==> src/sam_pkg.sv <==
// Shared types and constants for the suffix automaton matcher.
// Used by the controller, the datapath, the top level and the checker.
// No dependencies.
package sam_pkg;

	// Capacity of the automaton and the alphabet.
	localparam int MAX_TEXT   = 256;
	localparam int MAX_STATES = 512;
	localparam int ALPHABET   = 256;

	// Derived widths.
	localparam int ST_W   = $clog2(MAX_STATES);
	localparam int USED_W = $clog2(MAX_STATES + 1);
	localparam int LEN_W  = $clog2(MAX_TEXT + 1);
	localparam int A_W    = $clog2(ALPHABET);
	localparam int TR_AW  = ST_W + A_W;

	// Fixed field widths of the request and the result.
	localparam int SYM_W = 8;
	localparam int ML_W  = 9;
	localparam int TOT_W = 10;
	localparam int PL_W  = 9;

	// Configuration port.
	localparam int PADDR_W = 3;
	localparam logic PADDR_IDX_PATLEN = 1'b0;
	localparam logic [PL_W-1:0] PATLEN_RESET = PL_W'(1);

	// Request command codes.
	localparam logic CMD_APPEND = 1'b0;
	localparam logic CMD_MATCH  = 1'b1;

	typedef struct packed {
		logic             command;
		logic [SYM_W-1:0] symbol;
		logic             pattern_start;
	} sam_req_t;

	typedef struct packed {
		logic [ML_W-1:0]  match_length;
		logic             full_match;
		logic             store_full;
		logic [TOT_W-1:0] state_total;
	} sam_res_t;

	// Datapath operations issued by the controller.
	typedef enum logic [4:0] {
		OP_NONE,
		OP_CLR_ROW,
		OP_ROOT_LEN,
		OP_NEW_STATE,
		OP_RD_TP,
		OP_WR_TP_CUR,
		OP_LINK_CUR_ZERO,
		OP_RD_LENP,
		OP_RD_LENQ,
		OP_LINK_CUR_Q,
		OP_CLONE,
		OP_COPY,
		OP_WR_TP_CL,
		OP_LINK_Q_CL,
		OP_LINK_CUR_CL,
		OP_FINISH,
		OP_REPORT,
		OP_DROP,
		OP_RD_W,
		OP_W_STEP,
		OP_W_ROOT,
		OP_W_LINK,
		OP_W_LEN
	} sam_op_t;

	typedef struct packed {
		logic    load;
		sam_op_t op;
	} sam_cmd_t;

	typedef struct packed {
		logic is_match;
		logic sym_ok;
		logic room_ok;
		logic cnt_last;
		logic tr_nz;
		logic tr_eq_q;
		logic p_zero;
		logic ws_zero;
		logic w_hit;
		logic lens_eq;
	} sam_stat_t;

endpackage

==> src/sam_ctrl.sv <==
// Controller of the suffix automaton matcher: sequences appends, clones and match
// walks by issuing datapath operations. Depends on sam_pkg.
module sam_ctrl (
	input  logic               clk,
	input  logic               arst_n,
	input  logic               start,
	input  sam_pkg::sam_stat_t stat,
	output sam_pkg::sam_cmd_t  cmd,
	output logic               busy
);
	import sam_pkg::*;

	typedef enum logic [4:0] {
		S_INIT_CLR, S_INIT_LEN, S_IDLE, S_CHECK, S_NEW, S_CLR_ROW,
		S_A_RD, S_A_DEC, S_A_WR, S_LCZ, S_LENP, S_LENQ, S_CMP, S_LCQ,
		S_CLONE, S_COPY, S_R_RD, S_R_DEC, S_R_WR, S_LQ, S_LC, S_FIN,
		S_REPORT, S_DROP, S_W_RD, S_W_DEC, S_W_STEP, S_W_ROOT, S_W_LINK, S_W_LEN
	} state_t;

	state_t  state_q, state_d;
	sam_op_t op_q, op_d;
	logic    busy_q;

	// Operation issued in each state.
	function automatic sam_op_t op_of(input state_t s);
		sam_op_t o;
		unique case (s)
			S_INIT_CLR, S_CLR_ROW: o = OP_CLR_ROW;
			S_INIT_LEN:            o = OP_ROOT_LEN;
			S_NEW:                 o = OP_NEW_STATE;
			S_A_RD, S_R_RD:        o = OP_RD_TP;
			S_A_WR:                o = OP_WR_TP_CUR;
			S_LCZ:                 o = OP_LINK_CUR_ZERO;
			S_LENP:                o = OP_RD_LENP;
			S_LENQ:                o = OP_RD_LENQ;
			S_LCQ:                 o = OP_LINK_CUR_Q;
			S_CLONE:               o = OP_CLONE;
			S_COPY:                o = OP_COPY;
			S_R_WR:                o = OP_WR_TP_CL;
			S_LQ:                  o = OP_LINK_Q_CL;
			S_LC:                  o = OP_LINK_CUR_CL;
			S_FIN:                 o = OP_FINISH;
			S_REPORT:              o = OP_REPORT;
			S_DROP:                o = OP_DROP;
			S_W_RD:                o = OP_RD_W;
			S_W_STEP:              o = OP_W_STEP;
			S_W_ROOT:              o = OP_W_ROOT;
			S_W_LINK:              o = OP_W_LINK;
			S_W_LEN:               o = OP_W_LEN;
			default:               o = OP_NONE;
		endcase
		return o;
	endfunction

	// Next-state logic.
	always_comb begin
		state_d = state_q;
		unique case (state_q)
			S_INIT_CLR: if (stat.cnt_last) state_d = S_INIT_LEN;
			S_INIT_LEN: state_d = S_IDLE;
			S_IDLE:     if (start) state_d = S_CHECK;
			S_CHECK: begin
				if (stat.is_match)
					state_d = S_W_RD;
				else if (!stat.sym_ok)
					state_d = S_REPORT;
				else if (!stat.room_ok)
					state_d = S_DROP;
				else
					state_d = S_NEW;
			end
			S_NEW:     state_d = S_CLR_ROW;
			S_CLR_ROW: if (stat.cnt_last) state_d = S_A_RD;
			S_A_RD:    state_d = S_A_DEC;
			S_A_DEC:   state_d = stat.tr_nz ? S_LENP : S_A_WR;
			S_A_WR:    state_d = stat.p_zero ? S_LCZ : S_A_RD;
			S_LCZ:     state_d = S_FIN;
			S_LENP:    state_d = S_LENQ;
			S_LENQ:    state_d = S_CMP;
			S_CMP:     state_d = stat.lens_eq ? S_LCQ : S_CLONE;
			S_LCQ:     state_d = S_FIN;
			S_CLONE:   state_d = S_COPY;
			S_COPY:    if (stat.cnt_last) state_d = S_R_RD;
			S_R_RD:    state_d = S_R_DEC;
			S_R_DEC:   state_d = stat.tr_eq_q ? S_R_WR : S_LQ;
			S_R_WR:    state_d = stat.p_zero ? S_LQ : S_R_RD;
			S_LQ:      state_d = S_LC;
			S_LC:      state_d = S_FIN;
			S_FIN, S_REPORT, S_DROP: state_d = S_IDLE;
			S_W_RD:    state_d = S_W_DEC;
			S_W_DEC: begin
				if (stat.w_hit)
					state_d = S_W_STEP;
				else if (stat.ws_zero)
					state_d = S_W_ROOT;
				else
					state_d = S_W_LINK;
			end
			S_W_STEP, S_W_ROOT: state_d = S_REPORT;
			S_W_LINK: state_d = S_W_LEN;
			S_W_LEN:  state_d = S_W_RD;
			default:  state_d = S_IDLE;
		endcase
		op_d = op_of(state_d);
	end

	// State and registered outputs.
	always_ff @(posedge clk or negedge arst_n) begin
		if (!arst_n) begin
			state_q <= S_INIT_CLR;
			op_q    <= OP_CLR_ROW;
			busy_q  <= 1'b1;
		end else begin
			state_q <= state_d;
			op_q    <= op_d;
			busy_q  <= (state_d != S_IDLE);
		end
	end

	assign cmd.load = start && !busy_q;
	assign cmd.op   = op_q;
	assign busy     = busy_q;

endmodule

==> config.mk <==
export PLATFORM = sky130hd
export DESIGN_NAME = sam_ctrl
export DESIGN_NICKNAME = d
export VERILOG_FILES = /design/src/sam_pkg.sv /design/src/sam_ctrl.sv
export SDC_FILE = /design/constraint.sdc
export NUM_CORES = 1
export LEC_CHECK = 0
export ABC_AREA = 1
export BUFFER_PORTS_ARGS = -buffer_cell sky130_fd_sc_hd__buf_4
export CAP_MARGIN = 40
export CORE_UTILIZATION = 50
export CTS_CLUSTER_SIZE = 16
export DETAILED_ROUTE_END_ITERATION = 10
export HOLD_SLACK_MARGIN = 0.15
export PLACE_DENSITY = 0.72
export SKIP_LAST_GASP = 1
export SLEW_MARGIN = 20
export SYNTH_ARGS = -nofsm -noshare
export SYNTH_HDL_FRONTEND = slang
export SYNTH_SLANG_ARGS = --single-unit
==> constraint.sdc <==
create_clock -name clk -period 3 [get_ports clk]
set_input_delay 0.6 -clock clk [delete_from_list [all_inputs] [get_ports clk]]
set_output_delay 0.6 -clock clk [all_outputs]
set_load 0.03 [all_outputs]
# After elaboration in Yosys (flattened, before gate mapping)
# Memories as Yosys holds them, arrays and structs flattened. A register that Yosys moved wholly into a read port is not among the register bits.
# Cells that the tools add are included.
dict set report word_totals {
  register_bits 6
  latchBits 0
  mem_bits_rw 0
  romBits 160
  input_bits 13
  output_inout_bits 7
  n_memories 1
}
dict set report op_classes {
  add_sub_neg 0
  n_mul 0
  n_div 0
  order_cmp 0
  n_eq_ne 26
  shift 0
  n_mux 15
  bitwise 0
  reduce_logical 6
}
# name depth word_bits rd rd_clocked_by_memory_dff write_ports line
set mem_list {}
lappend mem_list {{(name not given)} 32 5 1 1 0 sam_ctrl.sv:27} ;# unique case (s)
# op count
set ops {}
lappend ops {{one-hot mux 5 bit (23 select lines)} 1}
lappend ops {{equality test 5 bit (second input constant)} 11}
lappend ops {{equality test 5 x 4 -> 1 bit (second input constant)} 8}
lappend ops {{two-way mux 5 bit} 7}
lappend ops {{equality test 5 x 3 -> 1 bit (second input constant)} 4}
lappend ops {{equality test 5 x 2 -> 1 bit (second input constant)} 2}
lappend ops {{two-way mux 2 bit} 3}
lappend ops {{two-way mux 3 bit} 2}
lappend ops {{zero test 5 bit} 1}
lappend ops {{!= test 5 x 2 -> 1 bit (second input constant)} 1}
lappend ops {{two-way mux 4 bit} 1}
lappend ops {{OR reduction 3 bit} 1}
lappend ops {{zero test 1 bit} 2}
lappend ops {{OR reduction 2 bit} 1}
lappend ops {{logical AND 1 bit} 1}
lappend ops {{two-way mux 1 bit} 1}

# Logic depth before layout (Yosys ltp)
# Gate-level depths: netlist of run 1.
dict set report depth {
  ltp_word 5
  mapped_depth 19
}

# Worst setup path after synthesis of run 1
# OpenSTA, ideal clock, no wires.
dict set report synth_path {
  path_type {flip-flop to flip-flop}
  startpoint {register state_q[3]}
  endpoint {register op_q[1]}
  t_arrival_ns 2.127
  path_slack_ns 0.808
  path_stages_with_launch 20
  n_path_buf 1
  period_less_slack_ns 2.192
  path_cell_list {dfrtp_1 buf_2 nor2_1 nand2_1 nand2_1 nand2_1 nand2_1 inv_2 nand2_1 nor2_1 nor2_4 inv_1 ha_1 inv_1 nand4_1 nand2_1 nand2_1 nand3_1 nand2_1 nand2_1}
}
dict set report synth_between {
  elab_chain_cells 3
  word_cells_on_any_way 33
  cone_classes {eq/ne (25); mux (5); reduce/logical (3)}
}
# element line
set synth_lines {}
lappend synth_lines {{from (decl)} sam_ctrl.sv:20} ;# state_t state_q, state_d;
lappend synth_lines {{from (signal assigned)} sam_ctrl.sv:114} ;# state_q <= state_d;
lappend synth_lines {{equality test 5 bit or equality test 5 x 4 -> 1 bit (tied branches)} sam_ctrl.sv:58} ;# unique case (state_q)
lappend synth_lines {{OR reduction 3 bit (no line) or OR reduction 2 bit (tied branches)} -}
lappend synth_lines {{one-hot mux 5 bit (23 select lines) *} sam_ctrl.sv:58}
lappend synth_lines {{to (decl)} sam_ctrl.sv:21} ;# sam_op_t op_q, op_d;
# Every way passes the cells marked *; elsewhere a longest branch is shown, timed or not.

# Worst setup path in the final report of run 1
dict set report layout_path {
  startpoint {register state_q[4]}
  endpoint {register op_q[1]}
}
# The elaborated chain is that of the path after synthesis.

==> key figures, run 1 <==
Floorplanning
  – Die width: 51.6 um
  – Die Height: 51.6 um
  – Std-Cell Rows: 17
  – Die ar.: 2660 um^2
  – Starting Density: 54.5%
  – Core area: 2250 um^2
  – Top-Level Pins: 20

Layout
  – Area Growth Syn to Fin: 16.5%
  – Post-layout nets: 263
  – Antenna cell count: 0
  – Final Instance Area: 1430 um^2
  – Final std cells w/o fill: 273
  – Share of layout cells above drive strength 1: 15.5%
  – Layout fillers: 211

Global route
  – Met3 Usage GRT: 5.26%
  – Number of global-route vias before repair: 1373
  – Gr busiest metal: met2
  – Largest net degree at the start of global routing: 13
  – First-pass GRT wire length: 6000 um
  – Gr ovfl total: 0
  – Met1 usage: 35.5%
  – GRT Total Usage: 30.5%
  – Initial antenna violation count: 0
  – M2 GR Usage: 56.1%

Yosys
  – Synth top area cells: nand2_1, dfrtp_1, nor2_1
  – Multiplexer share of the synthesized area: 0%
  – EDFF count, synth: 0
  – Ys async rst share: 100%
  – Mapped Area: 1230 um^2
  – Synth warnings: 0
  – Simple-Gate Fraction of Synth Area: 55.7%
  – Mapped Cells: 224
  – Seq/Total Area, Yosys: 22.6%
  – Synth top area share: 21.1%
  – Post-synthesis adder-cell area fraction: 4.07%
  – Top-count cell post-synth: nand2_1
  – Post-synth top cells: nand2_1, nor2_1, nand3_1
  – Ys flop type: dfrtp_1
  – #FFs+latches synth: 11
  – Syn nets: 241
  – Synth Area in XOR/XNOR: 0%
  – Syn Area/Cell: 5.49 um^2
  – Main combinational cell family by area after synthesis: simple AND/OR/NAND/NOR gates
  – Post-synth top area cell: nand2_1
  – Distinct cells, synth: 22
  – Synth Area in Compound Gates: 7.54%

STA
  – Final Critical Period: 2680 ps
  – Hold Violations, Final: 0
  – Clk_skew: 4.87 ps
  – Relative slew slack: 66.5%
  – Pins Over Slew Limit: 0
  – Max Clk Rate: 373 MHz
  – Slew at the pin closest to its max-slew limit: 499 ps
  – Final setup fails: 0
  – PnR worst setup slack: 320 ps
  – Setup TNS: 0 ps
  – Unrepaired setup endpoints after global routing: false
  – Period utilisation layout: 89.3%

Placed design
  – Post-DP HPWL: 2870 um
  – IO buf count: 19
  – Pre-CTS setup slack: 379 ps
  – Cells after DPL: 268
  – Placed Area: 1400 um^2
  – Placer congestion estimate: 0.940

Worst setup path
  – Reg-to-Reg Start: state_q[4]
  – CP endpoint: op_q[1]
  – R2R Path End: op_q[1]
  – Critical path launch point type: register
  – Reg2Reg Depth: 17
  – Setup crit end kind: register
  – R2R Setup Slk: 320 ps
  – CP max FO: 11
  – CP Launch Point: state_q[4]
  – Worst path required time: 3200 ps
  – Setup CP Type: register to register
  – Arrival @ worst endpoint: 2880 ps

Clocking
  – Setup Fix Bufs, Post-CTS: 0
  – Clk slew on worst S/H paths: 70 ps
  – CTS sink cnt: 11
  – CTS Buf Count: 3
  – H-tree level count: 1
  – CTS max path bufs: 2
  – Post-cts sizing count: 0
  – Root buffer cell: clkbuf_4
  – Worst skew pair latency: 260 ps
  – CTS tree: yes

Status
  – Status: finished, final reports clean

Drt
  – WL/cell: 13.1 um
  – Routed vias: 1536
  – Detailed Route WL: 3580 um
  – Vias per cell: 5.63
  – Starting DRT DRC Count: 78
  – Drt pass-1 iters: 4
  – Drc violations: 0
  – Final ANT Viol Nets: 0

Run
  – Max Cap Viol: 0

Worst hold path
  – Hold Crit Class: primary input to asynchronous set/reset pin
## cell families after synthesis
logic type | Yosys count
adders and majority gates | 4
buffers and inverters | 32
and+or+nand+nor | 160
AOI/OAI and AO/OA | 17
DFF | 11
## worst min path at each step
stage,from,to
6_report,arst_n,op_q[3]
5_1_grt,arst_n,op_q[1]
4_1_cts,arst_n,op_q[3]
3_5_place_dp,arst_n,state_q[1]
3_3_place_gp,arst_n,state_q[1]
2_1_floorplan,arst_n,op_q[1]
## state kept, by name, indices dropped and copies added (netlist names)
name,flops
busy,1
op_q,5
state_q,5
## cell type report
cell class	count	area [um^2]	area share, %
multi-input combinational	181	827	57.8
timing repair buffer	21	160	11.2
clock buffer	4	26.3	1.84
tap	28	35.0	2.45
sequential	11	278	19.4
inverter	28	105	7.34
## critical path: stages, from the launching register on
cell	delay, ps
dfrtp_1	530
inv_1	240
nand3_1	240
nor2_1	100
nand2_1	60
nand2_1	40
nor2_1	80
nand3_1	180
nor2_4	270
inv_1	100
ha_1	300
inv_1	50
nand4_1	80
nand2_1	90
nand2_1	50
nand3_1	90
nand2_1	50
nand2_1	70
## layer usage
metal	part of all wire (%)	wire length (um)
met3	7.5	270
met4	3.2	113
met2	50	1800
met5	0	0
met1	39	1400
## repair_timing
item,4_1_cts,5_1_grt
hold buffers,1,0
endpoints found under the setup margin,0,0
endpoints found under the hold margin,9,0
## placed cells by master, fill, tap and decap left out
cell	Yosys	routed
o21ai_0	1	1
nor3_1	2	2
nand3_2	1	1
nand4_1	8	8
inv_1	18	18
buf_4	0	20
nand3_1	28	28
o211ai_1	2	2
nor2_4	1	1
dlygate4sd3_1	0	1
dfstp_2	2	2
ha_1	4	4
nor3_2	1	1
dfrtp_1	9	9
nand3b_1	1	1
nand2_1	69	69
clkbuf_1	1	1
and2_1	1	1
clkbuf_4	0	3
a21oi_1	7	7
nor2_1	48	48
o21ai_1	6	6
a21o_1	1	1
inv_2	10	10
## stage by stage
step                      utilization (%)  hold slack [ps]
final                                63.5              712
after global routing                 63.5              730
after CTS                            63.5              700
after detailed placement             61.9              435
after global placement               61.9              431
after floorplan                         -              304
Power of run 1 is left out: the tool's default activity adds up to more than one toggle a clock period on the data nets, which glitch-free logic cannot reach.
==> inputs of run 2 (changes only) <==
--- a/config.mk
+++ b/config.mk
@@ -8,11 +8,10 @@
 export ABC_AREA = 1
 export BUFFER_PORTS_ARGS = -buffer_cell sky130_fd_sc_hd__buf_4
 export CAP_MARGIN = 40
-export CORE_UTILIZATION = 50
-export CTS_CLUSTER_SIZE = 16
+export CORE_UTILIZATION = 56
 export DETAILED_ROUTE_END_ITERATION = 10
 export HOLD_SLACK_MARGIN = 0.15
-export PLACE_DENSITY = 0.72
+export PLACE_DENSITY = 0.79
 export SKIP_LAST_GASP = 1
 export SLEW_MARGIN = 20
 export SYNTH_ARGS = -nofsm -noshare
==> run 2 against run 1 <==
Net effect:
- critical path depth grew 1
- sequential share of layout area increased by 0.087 points
- via count rose by 1.4%
- worst hold slack worse by 24 ps
- design area is the same
- non-clock buffer count did not move
- global-route usage rose by 2.4 points
- count of clock-buffer cells in the layout unchanged
- largest cell class unchanged
- highest routed layer unchanged
- core utilization up 7.3 points
==> key figures, run 2 (same netlist as run 1, synthesis figures left out) <==
Clocking
  – CTS Buf Count: 3 (unchanged)
  – Worst skew pair latency: 280 ps (was 260 ps)
  – H-tree level count: 1 (unchanged)
  – CTS sink cnt: 11 (unchanged)
  – CTS tree: yes (unchanged)
  – Root buffer cell: clkbuf_4 (unchanged)
  – Clk slew on worst S/H paths: 70 ps (about the same)
  – CTS max path bufs: 2 (unchanged)

Layout
  – Commonest cells after routing, fill and taps aside: nand2_1, nor2_1, nand3_1 (unchanged)
  – Area of the multi-input gates: 827 um^2 (unchanged)
  – Register area: 279 um^2 (was 278 um^2)
  – Post-layout nets: 263 (unchanged)
  – Antenna cell count: 0 (unchanged)
  – Layout fillers: 179 (was 211)
  – Most common cell after layout, fill and taps aside: nand2_1 (unchanged)
  – Share of layout cells above drive strength 1: 15.9% (was 15.5%)
  – Area Growth Syn to Fin: 16.5% (unchanged)

Drt
  – Starting DRT DRC Count: 143 (was 78)
  – Final ANT Viol Nets: 0 (unchanged)
  – Metal-1 WL: 1500 um (was 1400 um)
  – Met3 WL: 439 um (was 270 um)
  – Met2 WL: 1600 um (was 1800 um)
  – Drc violations: 0 (unchanged)
  – Max layer used: met4 (unchanged)
  – Routed vias: 1557 (was 1536)
  – WL/cell: 13.3 um (was 13.1 um)
  – Detailed Route WL: 3630 um (was 3580 um)
  – Drt pass-1 iters: 5 (was 4)
  – Vias per cell: 5.72 (was 5.63)

Worst setup path
  – Reg2Reg Depth: 18 (was 17)
  – R2R Path End: op_q[1] (unchanged)
  – Critical path launch point type: register (unchanged)
  – CP max-delay cell: dfrtp_1 (unchanged)
  – CP max FO: 9 (was 11)
  – Most used cell along the critical path: nand2_1 (unchanged)
  – Reg-to-Reg Start: state_q[1] (was state_q[4])
  – Max incr delay on CP: 480 ps (was 530 ps)
  – CP top delay family: simple AND/OR/NAND/NOR gates (unchanged)
  – CP Launch Point: state_q[1] (was state_q[4])
  – Crit path depth: 18 (was 17)
  – Crit path buf inv count: 4 (was 3)
  – R2R Setup Slk: 250 ps (was 320 ps)
  – Arrival @ worst endpoint: 2970 ps (was 2880 ps)
  – CP endpoint: op_q[1] (unchanged)
  – Setup CP Type: register to register (unchanged)
  – Setup crit end kind: register (unchanged)
  – Worst path required time: 3220 ps (was 3200 ps)
  – CP Cell Sequence: inv_1, nand3_1, nor2_1, nor2_1, nand2_1, inv_2, nand2_1, nor2_1, nor2_4, inv_1, ha_1, inv_1, nand4_1, nand2_1, nand2_1, nand3_1, nand2_1, nand2_1 (was inv_1, nand3_1, nor2_1, nand2_1, nand2_1, nor2_1, nand3_1, nor2_4, inv_1, ha_1, inv_1, nand4_1, nand2_1, nand2_1, nand3_1, nand2_1, nand2_1)

STA
  – Hold Violations, Final: 0 (unchanged)
  – Final Critical Period: 2750 ps (was 2680 ps)
  – Relative slew slack: 65.8% (was 66.5%)
  – Final setup fails: 0 (unchanged)
  – Final hold slack: 688 ps (was 712 ps)
  – Pins Over Slew Limit: 0 (unchanged)
  – Setup TNS: 0 ps (unchanged)
  – Unrepaired setup endpoints after global routing: false (unchanged)
  – Clk_skew: 12.9 ps (was 4.87 ps)
  – Slew at the pin closest to its max-slew limit: 511 ps (was 499 ps)
  – Max Clk Rate: 364 MHz (was 373 MHz)
  – Period utilisation layout: 91.7% (was 89.3%)

Floorplanning
  – Starting Density: 60.8% (was 54.5%)
  – Die ar.: 2390 um^2 (was 2660 um^2)
  – Die Height: 48.8 um (was 51.6 um)
  – Top-Level Pins: 20 (unchanged)
  – Die width: 48.8 um (was 51.6 um)
  – Std-Cell Rows: 16 (was 17)
  – Core area: 2020 um^2 (was 2250 um^2)

Placed design
  – IO buf count: 19 (unchanged)
  – Placer congestion estimate: 1.03 (was 0.940)
  – Post-DP HPWL: 2920 um (was 2870 um)

Global route
  – Gr ovfl total: 0 (unchanged)
  – Number of global-route vias before repair: 1345 (was 1373)
  – Largest net degree at the start of global routing: 13 (unchanged)
  – First-pass GRT wire length: 5990 um (was 6000 um)
  – GRT Total Usage: 33.0% (was 30.5%)
  – Initial antenna violation count: 0 (unchanged)

Run
  – Max Cap Viol: 0 (unchanged)

Worst hold path
  – Hold Crit Class: primary input to asynchronous set/reset pin (unchanged)

Status
  – Status: finished, final reports clean (unchanged)
## run 2: cell counts in the layout (fill, tap and decap cells not counted)
No cell type changed its count.
## run 2: through the flow
step                instance area [um^2]  std cells  utilization, %  setup WS, ps
floorplan                           1230        224               -           808
global placement                    1390        267            68.9           427
detailed placement                  1390        267            68.9           302
CTS                                 1430        272            70.7           293
global route                        1430        272            70.8          24.1
finish                              1430        272            70.8           250
## run 2: final cells by class
cell class / instances / area share, %
sequential: 11 / 19.5
multi-input combinational: 181 / 57.8
tap: 27 / 2.36
clock buffer: 4 / 1.84
inverter: 28 / 7.34
timing repair buffer: 21 / 11.2
## run 2: worst min path at each step
stage	end	start
floorplan	op_q[1]	arst_n
global placement	op_q[2]	arst_n
detailed placement	op_q[3]	arst_n
CTS	state_q[3]	arst_n
global route	state_q[3]	arst_n
finish	state_q[2]	arst_n
## run 2: per-layer routing
layer | track usage [%] | up-vias
met3 | 2.80 | 13
met1 | 47.2 | 673
met4 | 14.7 | 0
met5 | 0 | -
li1 | - | 760
met2 | 50.5 | 111
## run 2: repair_timing
| action | 4_1_cts | 5_1_grt |
|---|---|---|
| endpoints found under the hold margin | 9 | 0 |
| hold buffers | 1 | 0 |
| resized for setup | 0 | 1 |
| setup endpoints to repair | 0 | 1 |
| setup buffers | 0 | 0 |
Power of run 2 is left out for the same reason.
